--- src/rtl/pesd_pkg.sv ---
// Shared constants and types for the pointer event queue and swipe detector.
`default_nettype none

package pesd_pkg;

  localparam int unsigned COORD_BITS  = 12;
  localparam int unsigned CFG_BITS    = 12;
  localparam int unsigned QUEUE_DEPTH = 64;
  localparam int unsigned PTR_BITS    = $clog2(QUEUE_DEPTH);

  localparam int unsigned CMD_DEPTH    = 2;
  localparam int unsigned CMD_PTR_BITS = $clog2(CMD_DEPTH);
  localparam int unsigned CMD_CNT_BITS = $clog2(CMD_DEPTH + 1);

  // width/6 == (width * 43691) >> 18 for every 12-bit width
  localparam int unsigned EDGE_RECIP = 43691;
  localparam int unsigned EDGE_SHIFT = 18;
  localparam int unsigned PROD_BITS  = 30;

  localparam logic [CFG_BITS-1:0] SCREEN_WIDTH_RST = CFG_BITS'(480);
  localparam logic [CFG_BITS-1:0] THRESHOLD_RST    = CFG_BITS'(40);

  localparam logic REG_SCREEN_WIDTH = 1'b0;
  localparam logic REG_THRESHOLD    = 1'b1;

  localparam logic [2:0] KIND_MOTION   = 3'd0;
  localparam logic [2:0] KIND_DOWN     = 3'd1;
  localparam logic [2:0] KIND_UP       = 3'd2;
  localparam logic [2:0] KIND_SAMPLE   = 3'd3;
  localparam logic [2:0] KIND_SUPPRESS = 3'd4;

  localparam logic [1:0] ACT_NONE = 2'd0;
  localparam logic [1:0] ACT_NEXT = 2'd1;
  localparam logic [1:0] ACT_PREV = 2'd2;

  typedef enum logic [2:0] {
    OP_MOTION,
    OP_DOWN,
    OP_UP,
    OP_SAMPLE,
    OP_SUPPRESS
  } cmd_op_e;

  typedef struct packed {
    cmd_op_e               op;
    logic [COORD_BITS-1:0] x;
    logic [COORD_BITS-1:0] y;
  } cmd_t;

  typedef struct packed {
    logic [COORD_BITS-1:0] x;
    logic [COORD_BITS-1:0] y;
    logic                  pressed;
    logic                  motion;
  } ring_entry_t;

endpackage

`default_nettype wire

--- src/rtl/pesd_front.sv ---
// Front end: decodes incoming requests and buffers them in a short command queue.
`default_nettype none

module pesd_front (
  input  wire logic                             clk_i,
  input  wire logic                             rst_ni,
  input  wire logic                             in_valid_i,
  output logic                                  in_ready_o,
  input  wire logic [2:0]                       kind_i,
  input  wire logic [pesd_pkg::COORD_BITS-1:0]  x_i,
  input  wire logic [pesd_pkg::COORD_BITS-1:0]  y_i,
  output logic                                  cmd_valid_o,
  input  wire logic                             cmd_ready_i,
  output pesd_pkg::cmd_t                        cmd_o
);

  pesd_pkg::cmd_t                           fifo_q [pesd_pkg::CMD_DEPTH];
  logic [pesd_pkg::CMD_PTR_BITS-1:0]        wr_ptr_q, wr_ptr_d;
  logic [pesd_pkg::CMD_PTR_BITS-1:0]        rd_ptr_q, rd_ptr_d;
  logic [pesd_pkg::CMD_CNT_BITS-1:0]        count_q, count_d;
  logic                                     known;
  pesd_pkg::cmd_op_e                        op;
  logic                                     push, pop;

  // unused kinds are taken and dropped here
  always_comb begin
    known = 1'b1;
    op    = pesd_pkg::OP_MOTION;
    case (kind_i)
      pesd_pkg::KIND_MOTION:   op = pesd_pkg::OP_MOTION;
      pesd_pkg::KIND_DOWN:     op = pesd_pkg::OP_DOWN;
      pesd_pkg::KIND_UP:       op = pesd_pkg::OP_UP;
      pesd_pkg::KIND_SAMPLE:   op = pesd_pkg::OP_SAMPLE;
      pesd_pkg::KIND_SUPPRESS: op = pesd_pkg::OP_SUPPRESS;
      default:                 known = 1'b0;
    endcase
  end

  assign in_ready_o  = (count_q != pesd_pkg::CMD_CNT_BITS'(pesd_pkg::CMD_DEPTH));
  assign cmd_valid_o = (count_q != '0);
  assign cmd_o       = fifo_q[rd_ptr_q];

  assign push = in_valid_i && in_ready_o && known;
  assign pop  = cmd_valid_o && cmd_ready_i;

  always_comb begin
    wr_ptr_d = wr_ptr_q;
    rd_ptr_d = rd_ptr_q;
    count_d  = count_q;
    if (push) begin
      wr_ptr_d = (wr_ptr_q == pesd_pkg::CMD_PTR_BITS'(pesd_pkg::CMD_DEPTH - 1)) ?
                 '0 : wr_ptr_q + 1'b1;
    end
    if (pop) begin
      rd_ptr_d = (rd_ptr_q == pesd_pkg::CMD_PTR_BITS'(pesd_pkg::CMD_DEPTH - 1)) ?
                 '0 : rd_ptr_q + 1'b1;
    end
    if (push && !pop) begin
      count_d = count_q + 1'b1;
    end else if (!push && pop) begin
      count_d = count_q - 1'b1;
    end
  end

  always_ff @(posedge clk_i or negedge rst_ni) begin
    if (!rst_ni) begin
      wr_ptr_q <= '0;
      rd_ptr_q <= '0;
      count_q  <= '0;
    end else begin
      wr_ptr_q <= wr_ptr_d;
      rd_ptr_q <= rd_ptr_d;
      count_q  <= count_d;
    end
  end

  always_ff @(posedge clk_i) begin
    if (push) begin
      fifo_q[wr_ptr_q] <= '{op: op, x: x_i, y: y_i};
    end
  end

endmodule

`default_nettype wire

--- src/rtl/pesd_back.sv ---
// Back end: event ring, sample handling, swipe tracker and result register.
`default_nettype none

module pesd_back (
  input  wire logic                             clk_i,
  input  wire logic                             rst_ni,
  input  wire logic                             cfg_we_i,
  input  wire logic                             cfg_idx_i,
  input  wire logic [pesd_pkg::CFG_BITS-1:0]    cfg_wdata_i,
  input  wire logic                             cmd_valid_i,
  output logic                                  cmd_ready_o,
  input  pesd_pkg::cmd_t                        cmd_i,
  output logic                                  out_valid_o,
  input  wire logic                             out_ready_i,
  output logic [pesd_pkg::COORD_BITS-1:0]       point_x_o,
  output logic [pesd_pkg::COORD_BITS-1:0]       point_y_o,
  output logic                                  is_pressed_o,
  output logic                                  more_pending_o,
  output logic [1:0]                            swipe_action_o,
  output logic                                  show_arrows_o
);

  localparam int unsigned CB = pesd_pkg::COORD_BITS;
  localparam int unsigned PB = pesd_pkg::PTR_BITS;
  localparam int unsigned WB = pesd_pkg::CFG_BITS;

  typedef enum logic {
    ST_IDLE,
    ST_SAMPLE
  } state_e;

  function automatic logic [PB-1:0] ring_next(input logic [PB-1:0] i);
    ring_next = (i == PB'(pesd_pkg::QUEUE_DEPTH - 1)) ? '0 : i + 1'b1;
  endfunction

  function automatic logic [PB-1:0] ring_prev(input logic [PB-1:0] i);
    ring_prev = (i == '0) ? PB'(pesd_pkg::QUEUE_DEPTH - 1) : i - 1'b1;
  endfunction

  // ring storage
  pesd_pkg::ring_entry_t ring_mem_q [pesd_pkg::QUEUE_DEPTH];
  pesd_pkg::ring_entry_t rd_data_q;
  pesd_pkg::ring_entry_t wr_entry;
  logic [PB-1:0]         wr_addr;
  logic                  mem_we, mem_re;

  state_e        state_q, state_d;
  logic [PB-1:0] head_q, head_d, tail_q, tail_d;
  logic          newest_motion_q, newest_motion_d;
  logic          lqp_q, lqp_d;
  logic          hit_q, hit_d;

  logic [WB-1:0] width_q, width_d, thr_q, thr_d;
  logic [WB-1:0] margin_q, right_q;
  logic [pesd_pkg::PROD_BITS-1:0] prod;
  logic [WB-1:0] margin_d;

  logic [CB-1:0] cur_x_q, cur_x_d, cur_y_q, cur_y_d;
  logic          cur_p_q, cur_p_d;
  logic          active_q, active_d, done_q, done_d, sup_q, sup_d;
  logic [CB-1:0] start_x_q, start_x_d, start_y_q, start_y_d;
  logic [CB-1:0] last_x_q, last_x_d, last_y_q, last_y_d;

  logic          out_valid_q, out_valid_d;
  logic [1:0]    act_q, act_d;
  logic          arrows_q, arrows_d;
  logic          pend_q, pend_d;

  logic          empty, full, merge, is_motion, finish;
  logic          dx_neg;
  logic [CB-1:0] adx, ady;

  assign empty     = (head_q == tail_q);
  assign full      = (ring_next(head_q) == tail_q);
  assign is_motion = (cmd_i.op == pesd_pkg::OP_MOTION);
  assign merge     = is_motion && !empty && newest_motion_q;

  assign cmd_ready_o = (state_q == ST_IDLE);
  assign finish      = (state_q == ST_SAMPLE) && (!out_valid_q || out_ready_i);

  // edge margin, refreshed from the width register every cycle
  assign prod     = pesd_pkg::PROD_BITS'(width_q) *
                    pesd_pkg::PROD_BITS'(pesd_pkg::EDGE_RECIP);
  assign margin_d = prod[pesd_pkg::EDGE_SHIFT +: WB];

  assign dx_neg = (last_x_q < start_x_q);
  assign adx    = dx_neg ? (start_x_q - last_x_q) : (last_x_q - start_x_q);
  assign ady    = (last_y_q < start_y_q) ? (start_y_q - last_y_q) : (last_y_q - start_y_q);

  always_comb begin
    state_d         = state_q;
    head_d          = head_q;
    tail_d          = tail_q;
    newest_motion_d = newest_motion_q;
    lqp_d           = lqp_q;
    hit_d           = hit_q;
    width_d         = width_q;
    thr_d           = thr_q;
    cur_x_d         = cur_x_q;
    cur_y_d         = cur_y_q;
    cur_p_d         = cur_p_q;
    active_d        = active_q;
    done_d          = done_q;
    sup_d           = sup_q;
    start_x_d       = start_x_q;
    start_y_d       = start_y_q;
    last_x_d        = last_x_q;
    last_y_d        = last_y_q;
    out_valid_d     = out_valid_q && !out_ready_i;
    act_d           = act_q;
    arrows_d        = arrows_q;
    pend_d          = pend_q;
    mem_we          = 1'b0;
    mem_re          = 1'b0;
    wr_addr         = head_q;
    wr_entry        = '{x: cmd_i.x, y: cmd_i.y, pressed: lqp_q, motion: 1'b1};

    if (cfg_we_i) begin
      if (cfg_idx_i == pesd_pkg::REG_SCREEN_WIDTH) begin
        width_d = cfg_wdata_i;
      end else begin
        thr_d = cfg_wdata_i;
      end
    end

    if (cmd_valid_i && cmd_ready_o) begin
      case (cmd_i.op)
        pesd_pkg::OP_MOTION, pesd_pkg::OP_DOWN, pesd_pkg::OP_UP: begin
          if (!is_motion) begin
            wr_entry.pressed = (cmd_i.op == pesd_pkg::OP_DOWN);
            wr_entry.motion  = 1'b0;
          end
          if (merge) begin
            // newest entry is a motion: overwrite its coordinates
            mem_we  = 1'b1;
            wr_addr = ring_prev(head_q);
          end else if (!full) begin
            mem_we          = 1'b1;
            head_d          = ring_next(head_q);
            newest_motion_d = is_motion;
            if (!is_motion) begin
              lqp_d = wr_entry.pressed;
            end
          end
        end
        pesd_pkg::OP_SUPPRESS: begin
          sup_d = 1'b1;
        end
        pesd_pkg::OP_SAMPLE: begin
          hit_d   = !empty;
          mem_re  = !empty;
          if (!empty) begin
            tail_d = ring_next(tail_q);
          end
          state_d = ST_SAMPLE;
        end
        default: ;
      endcase
    end

    if (finish) begin
      state_d  = ST_IDLE;
      act_d    = pesd_pkg::ACT_NONE;
      arrows_d = 1'b0;
      if (hit_q) begin
        cur_x_d = rd_data_q.x;
        cur_y_d = rd_data_q.y;
        if (!rd_data_q.motion) begin
          cur_p_d = rd_data_q.pressed;
        end
      end
      if (cur_p_d) begin
        last_x_d = cur_x_d;
        last_y_d = cur_y_d;
        if (!active_q) begin
          active_d  = 1'b1;
          done_d    = 1'b0;
          sup_d     = 1'b0;
          start_x_d = cur_x_d;
          start_y_d = cur_y_d;
          arrows_d  = 1'b1;
        end
      end else begin
        if (active_q && !done_q && (adx >= CB'(thr_q)) && (adx > ady) &&
            (start_x_q > CB'(margin_q)) && (start_x_q < CB'(right_q)) && !sup_q) begin
          done_d = 1'b1;
          act_d  = dx_neg ? pesd_pkg::ACT_NEXT : pesd_pkg::ACT_PREV;
        end
        active_d = 1'b0;
      end
      pend_d      = !empty;
      out_valid_d = 1'b1;
    end
  end

  always_ff @(posedge clk_i or negedge rst_ni) begin
    if (!rst_ni) begin
      state_q         <= ST_IDLE;
      head_q          <= '0;
      tail_q          <= '0;
      newest_motion_q <= 1'b0;
      lqp_q           <= 1'b0;
      hit_q           <= 1'b0;
      width_q         <= pesd_pkg::SCREEN_WIDTH_RST;
      thr_q           <= pesd_pkg::THRESHOLD_RST;
      margin_q        <= WB'(480 / 6);
      right_q         <= WB'(480 - 480 / 6);
      cur_x_q         <= '0;
      cur_y_q         <= '0;
      cur_p_q         <= 1'b0;
      active_q        <= 1'b0;
      done_q          <= 1'b0;
      sup_q           <= 1'b0;
      start_x_q       <= '0;
      start_y_q       <= '0;
      last_x_q        <= '0;
      last_y_q        <= '0;
      out_valid_q     <= 1'b0;
      act_q           <= pesd_pkg::ACT_NONE;
      arrows_q        <= 1'b0;
      pend_q          <= 1'b0;
    end else begin
      state_q         <= state_d;
      head_q          <= head_d;
      tail_q          <= tail_d;
      newest_motion_q <= newest_motion_d;
      lqp_q           <= lqp_d;
      hit_q           <= hit_d;
      width_q         <= width_d;
      thr_q           <= thr_d;
      margin_q        <= margin_d;
      right_q         <= width_q - margin_d;
      cur_x_q         <= cur_x_d;
      cur_y_q         <= cur_y_d;
      cur_p_q         <= cur_p_d;
      active_q        <= active_d;
      done_q          <= done_d;
      sup_q           <= sup_d;
      start_x_q       <= start_x_d;
      start_y_q       <= start_y_d;
      last_x_q        <= last_x_d;
      last_y_q        <= last_y_d;
      out_valid_q     <= out_valid_d;
      act_q           <= act_d;
      arrows_q        <= arrows_d;
      pend_q          <= pend_d;
    end
  end

  always_ff @(posedge clk_i) begin
    if (mem_we) begin
      ring_mem_q[wr_addr] <= wr_entry;
    end
    if (mem_re) begin
      rd_data_q <= ring_mem_q[tail_q];
    end
  end

  assign out_valid_o    = out_valid_q;
  assign point_x_o      = cur_x_q;
  assign point_y_o      = cur_y_q;
  assign is_pressed_o   = cur_p_q;
  assign more_pending_o = pend_q;
  assign swipe_action_o = act_q;
  assign show_arrows_o  = arrows_q;

endmodule

`default_nettype wire

--- src/rtl/pointer_event_queue_swipe_detect_unit.sv ---
// A sample request passes the command queue, the registered ring read and the result register.
// Throughput: one event a cycle while the back end is idle; a sample request holds the back end
// in its sample state for the registered read of the 64-entry event ring and until the result register is free.
// A 2-entry command queue lets the input side keep taking requests meanwhile.
// Reset (async, active low) clears pointers, tracker state and config to defaults;
// ring contents are left as they are and need no clearing pass.
`default_nettype none

module pointer_event_queue_swipe_detect_unit (
  input  wire logic                             clk_i,
  input  wire logic                             rst_ni,
  input  wire logic                             cfg_we_i,
  input  wire logic                             cfg_idx_i,
  input  wire logic [pesd_pkg::CFG_BITS-1:0]    cfg_wdata_i,
  input  wire logic                             in_valid_i,
  output logic                                  in_ready_o,
  input  wire logic [2:0]                       kind_i,
  input  wire logic [pesd_pkg::COORD_BITS-1:0]  x_i,
  input  wire logic [pesd_pkg::COORD_BITS-1:0]  y_i,
  output logic                                  out_valid_o,
  input  wire logic                             out_ready_i,
  output logic [pesd_pkg::COORD_BITS-1:0]       point_x_o,
  output logic [pesd_pkg::COORD_BITS-1:0]       point_y_o,
  output logic                                  is_pressed_o,
  output logic                                  more_pending_o,
  output logic [1:0]                            swipe_action_o,
  output logic                                  show_arrows_o
);

  logic           cmd_valid;
  logic           cmd_ready;
  pesd_pkg::cmd_t cmd;

  pesd_front u_front (
    .clk_i       (clk_i),
    .rst_ni      (rst_ni),
    .in_valid_i  (in_valid_i),
    .in_ready_o  (in_ready_o),
    .kind_i      (kind_i),
    .x_i         (x_i),
    .y_i         (y_i),
    .cmd_valid_o (cmd_valid),
    .cmd_ready_i (cmd_ready),
    .cmd_o       (cmd)
  );

  pesd_back u_back (
    .clk_i          (clk_i),
    .rst_ni         (rst_ni),
    .cfg_we_i       (cfg_we_i),
    .cfg_idx_i      (cfg_idx_i),
    .cfg_wdata_i    (cfg_wdata_i),
    .cmd_valid_i    (cmd_valid),
    .cmd_ready_o    (cmd_ready),
    .cmd_i          (cmd),
    .out_valid_o    (out_valid_o),
    .out_ready_i    (out_ready_i),
    .point_x_o      (point_x_o),
    .point_y_o      (point_y_o),
    .is_pressed_o   (is_pressed_o),
    .more_pending_o (more_pending_o),
    .swipe_action_o (swipe_action_o),
    .show_arrows_o  (show_arrows_o)
  );

endmodule

`default_nettype wire

--- config.mk ---
export PLATFORM = sky130hd
export DESIGN_NAME = pointer_event_queue_swipe_detect_unit
export DESIGN_NICKNAME = d
export VERILOG_FILES = /design/src/rtl/pesd_pkg.sv /design/src/rtl/pesd_front.sv /design/src/rtl/pesd_back.sv /design/src/rtl/pointer_event_queue_swipe_detect_unit.sv
export SDC_FILE = /design/constraint.sdc
export NUM_CORES = 2
export LEC_CHECK = 0
export BUFFER_PORTS_ARGS = -buffer_cell sky130_fd_sc_hd__buf_2
export CAP_MARGIN = 0
export CORE_ASPECT_RATIO = 2
export CORE_UTILIZATION = 40
export DETAILED_ROUTE_END_ITERATION = 8
export PLACE_DENSITY = 0.63
export REMOVE_ABC_BUFFERS = 1
export SKIP_LAST_GASP = 1
export SLEW_MARGIN = 20
export SYNTH_ARGS = -nofsm -noshare
export SYNTH_HDL_FRONTEND = slang
export SYNTH_SLANG_ARGS = --single-unit
--- constraint.sdc ---
create_clock -name clk_i -period 8.8 [get_ports clk_i]
set_clock_uncertainty 0.05 [all_clocks]
set_input_delay 1.76 -clock clk_i [delete_from_list [all_inputs] [get_ports clk_i]]
set_output_delay 1.76 -clock clk_i [all_outputs]
set_load 0.01 [all_outputs]
==> results.sh <==
export IMPL_floorplan_initialDensity_pct=40.2
export IMPL_synth_adder_area_share_pct=4.10
export IMPL_post_synth_edffs=1744
export IMPL_largest_register_ff_count=1664
export IMPL_postLayoutCellArea_um2=88100
export IMPL_synth_simple_gate_area_share_pct=2.12
export IMPL_grt_first_pass_wirelength_mm=273
export IMPL_post_route_cells_drive_above_1_share_pct=27.3
export IMPL_drt_pass1_iterations=7
export IMPL_regToRegSetupSlack_ps=960
export IMPL_setup_viol=0
export IMPL_worstSetupPathType="flop to flop"
export IMPL_cpMostUsedCell="sky130_fd_sc_hd__inv_1"
export IMPL_gr_usage_met3_pct=2.23
export IMPL_die_height_um=628
export IMPL_cts_path_max_buffers=4
export IMPL_routed_wl_mm=187
export IMPL_outcome="complete, but fails checks"
export IMPL_synth_compound_area_share_pct=2.52
export IMPL_critical_path_slowest_cell="sky130_fd_sc_hd__dfstp_2"
export IMPL_num_io_pins=76
export IMPL_track_usage_pct=19.1
export IMPL_ys_seq_elements=1890
export IMPL_regToRegStartpoint="u_back.width_q[5]"
export IMPL_timing_critical_path_required_ps=9460
export IMPL_cts_buffers=165
export IMPL_via_count=37200
export IMPL_grt_remaining_overflow=0
export IMPL_layout_setup_ws_ps=963
export IMPL_syn_to_final_growth_pct=12.5
export IMPL_slew_violations=0
export IMPL_totalNegativeSetupSlack_ps=0
export IMPL_synth_lib_cells_used_distinct=77
export IMPL_synthesis_area_um2=78300
export IMPL_floorplan_die_area_um2=198000
export IMPL_worst_hold_check_path_type="flop to flop"
export IMPL_worst_slack_after_detailed_placement_ps=945
export IMPL_hold_violations=0
export IMPL_synth_seq_area_share_pct=71.6
export IMPL_cts_post_setup_buffers_inserted=0
export IMPL_top_regs="u_back.ring_mem_q: 1664 flops, u_front.fifo_q: 54 flops, u_back.rd_data_q: 26 flops"
export IMPL_yosysTopAreaCell="sky130_fd_sc_hd__edfxtp_1"
export IMPL_post_cts_resized_instances=0
export IMPL_cts_root_buffer="sky130_fd_sc_hd__clkbuf_16"
export IMPL_antenna_violations_before_repair=21
export IMPL_dp_final_hpwl_mm=120
export IMPL_failed_checks="DRC"
export IMPL_post_synth_xor_area_fraction_pct=0.638
export IMPL_clock_sinks=1890
export IMPL_detailedRoute_firstIterationViolations=2694
export IMPL_timing_hold_worst_endpoint="u_back.show_arrows_o"
export IMPL_drcViolationCount=38
export IMPL_final_net_count=4304
export IMPL_timing_final_crit_period_ps=7840
export IMPL_worst_slew_margin_relative_to_its_limit_pct=20.5
export IMPL_placedCellCount=6405
export IMPL_clk_pin_slew_ps=80
export IMPL_netlist_top_cells_area="sky130_fd_sc_hd__edfxtp_1 67%, sky130_fd_sc_hd__mux4_2 16%, sky130_fd_sc_hd__dfrtp_1 4.3%, sky130_fd_sc_hd__ha_1 2.8%, sky130_fd_sc_hd__fa_1 1.3%"
export IMPL_synth_top_cell_area_share_pct=66.9
export IMPL_row_count=229
export IMPL_grt_pass1_vias=39800
export IMPL_timing_hold_worst_path_depth=1
export IMPL_synthArstFlopShare_pct=7.72
export IMPL_max_freq_mhz=128
export IMPL_largest_net_degree_at_the_start_of_global_routing=124
export IMPL_critical_path_startpoint_type="flop"
export IMPL_postSynthAreaPerCell_um2=20.3
export IMPL_ctsHtreeMaxLevel=4
export IMPL_global_route_usage_met1_pct=20.2
export IMPL_ys_dominant_reg_cell="sky130_fd_sc_hd__edfxtp_1"
export IMPL_ir_worst_vdd_uv=323
export IMPL_max_cap_viol_count=0
export IMPL_dominant_combinational_cell_family_by_area_after_synthesis="multiplexers"
export IMPL_path_max_fanout=8
export IMPL_clock_latency_ps=810
export IMPL_power_leakage_nw=29.1
export IMPL_wire_per_inst_um=27.8
export IMPL_max_flop_register="u_back.ring_mem_q"
export IMPL_core_area_um2=195000
export IMPL_grt_busiest_layer="met2"
export IMPL_fill_cells=16300
export IMPL_critical_path_reg2reg_endpoint="u_back.right_q[10]"
export IMPL_critPathCaptureType="flop"
export IMPL_period_share_pct=89.1
export IMPL_timing_worst_slew_pin_value_ps=1160
export IMPL_timing_critical_path_arrival_ps=8500
export IMPL_synth_mux_area_fraction_pct=17.3
export IMPL_groute_layer_met2_usage_pct=38.2
export IMPL_synth_yosys_warnings=0
export IMPL_grt_setup_unrepaired="false"
export IMPL_die_x_um=315
export IMPL_reg2regPathDepth=29
export IMPL_most_frequent_cells_in_the_layout="1744 x sky130_fd_sc_hd__edfxtp_1, 546 x sky130_fd_sc_hd__mux4_2, 205 x sky130_fd_sc_hd__inv_1, 173 x sky130_fd_sc_hd__ha_1, 169 x sky130_fd_sc_hd__clkbuf_16"
export IMPL_cellPowerDensity_nw_per_um2=359
export IMPL_post_dp_cell_area_um2=82600
export IMPL_cts_hold_buffers=0
export IMPL_place_gp_congestion=0.849
export IMPL_final_instance_count_excl_fill=6705
export IMPL_antenna_left=0
export IMPL_synthesis_instances=3865
export IMPL_vias_per_cell=5.54
export IMPL_critical_path_max_stage_delay_ps=610
export IMPL_most_common_cell_after_layout_fill_and_taps_aside="sky130_fd_sc_hd__edfxtp_1"
export IMPL_clock_tree_from_tritoncts="yes"
export IMPL_buffer_ports_inserted=75
export IMPL_timing_hold_worst_start="u_back.show_arrows_o"
[worst max-delay path by stage]
stage                                 start                       end  cells past startpoint  slack (ps)
after global routing      u_back.width_q[6]        u_back.right_q[10]                     29         440
after global placement    u_back.width_q[6]        u_back.right_q[10]                     29        1050
after floorplan            u_back.tail_q[0]  u_back.ring_mem_q[38][0]                      6      -10410
final                     u_back.width_q[5]        u_back.right_q[10]                     29         960
after detailed placement  u_back.width_q[6]        u_back.right_q[10]                     29         940
after CTS                 u_back.width_q[6]        u_back.right_q[10]                     29         900
[critical path: cells and delay by family, from the launching register on]
kind / cells / cell delay, ps
flops: 1 / 610
compound gates: 13 / 2680
xor+xnor: 1 / 230
buf+inv: 5 / 310
simple gates: 1 / 370
fa+ha+maj: 9 / 3490
[where the power goes]
part           internal (mW)  switching (mW)  total (mW)
registers               11.3           0.430        11.8
logic                   5.32            7.21        12.5
clock network           4.11            3.22        7.33
[through the flow]
stage / hold slack [ps] / util [%] / total power [mW]
2_1_floorplan: 410 / - / 21.9
3_3_place_gp: 412 / 42.4 / 24.4
3_5_place_dp: 417 / 42.5 / 24.7
4_1_cts: 432 / 45.2 / 32.0
5_1_grt: 463 / 45.3 / 33.4
6_report: 427 / 45.3 / 31.6
[area by class of cell]
cell class	instances	area (um2)	share of cell area [%]
inverter	205	769	0.874
clock inverter	88	911	1.03
timing repair buffer	171	1280	1.46
antenna	6	15.0	0.0170
clock buffer	202	4420	5.01
sequential	1890	56100	63.6
tap	2541	3180	3.61
multi-input combinational	1602	21500	24.4
[synth_stat cells, drive strengths merged (52+ instances only)]
master	n
dfrtp	135
mux4	546
nand2	74
nor2	161
a21o	52
o21ai	52
ha	173
mux2	73
clkbuf	132
edfxtp	1744
a21oi	104
inv	205
[metal layers]
metal / vias to the layer above / share of wire, %
met5: - / 0.079
met4: 22 / 3.5
met3: 288 / 3.8
met2: 838 / 59
met1: 20100 / 34
li1: 16000 / -
[cell families (layout without fill, tap and decap cells)]
kind of cell | Yosys count | count (layout)
DFF | 1890 | 1890
AOI/OAI and AO/OA | 300 | 300
muxes | 660 | 660
other | 0 | 6
buffers and inverters | 373 | 666
and+or+nand+nor | 359 | 359
adders and majority gates | 226 | 226
xor gates and xnor gates | 57 | 57
Note: power is estimated with default switching activity, not from simulation.
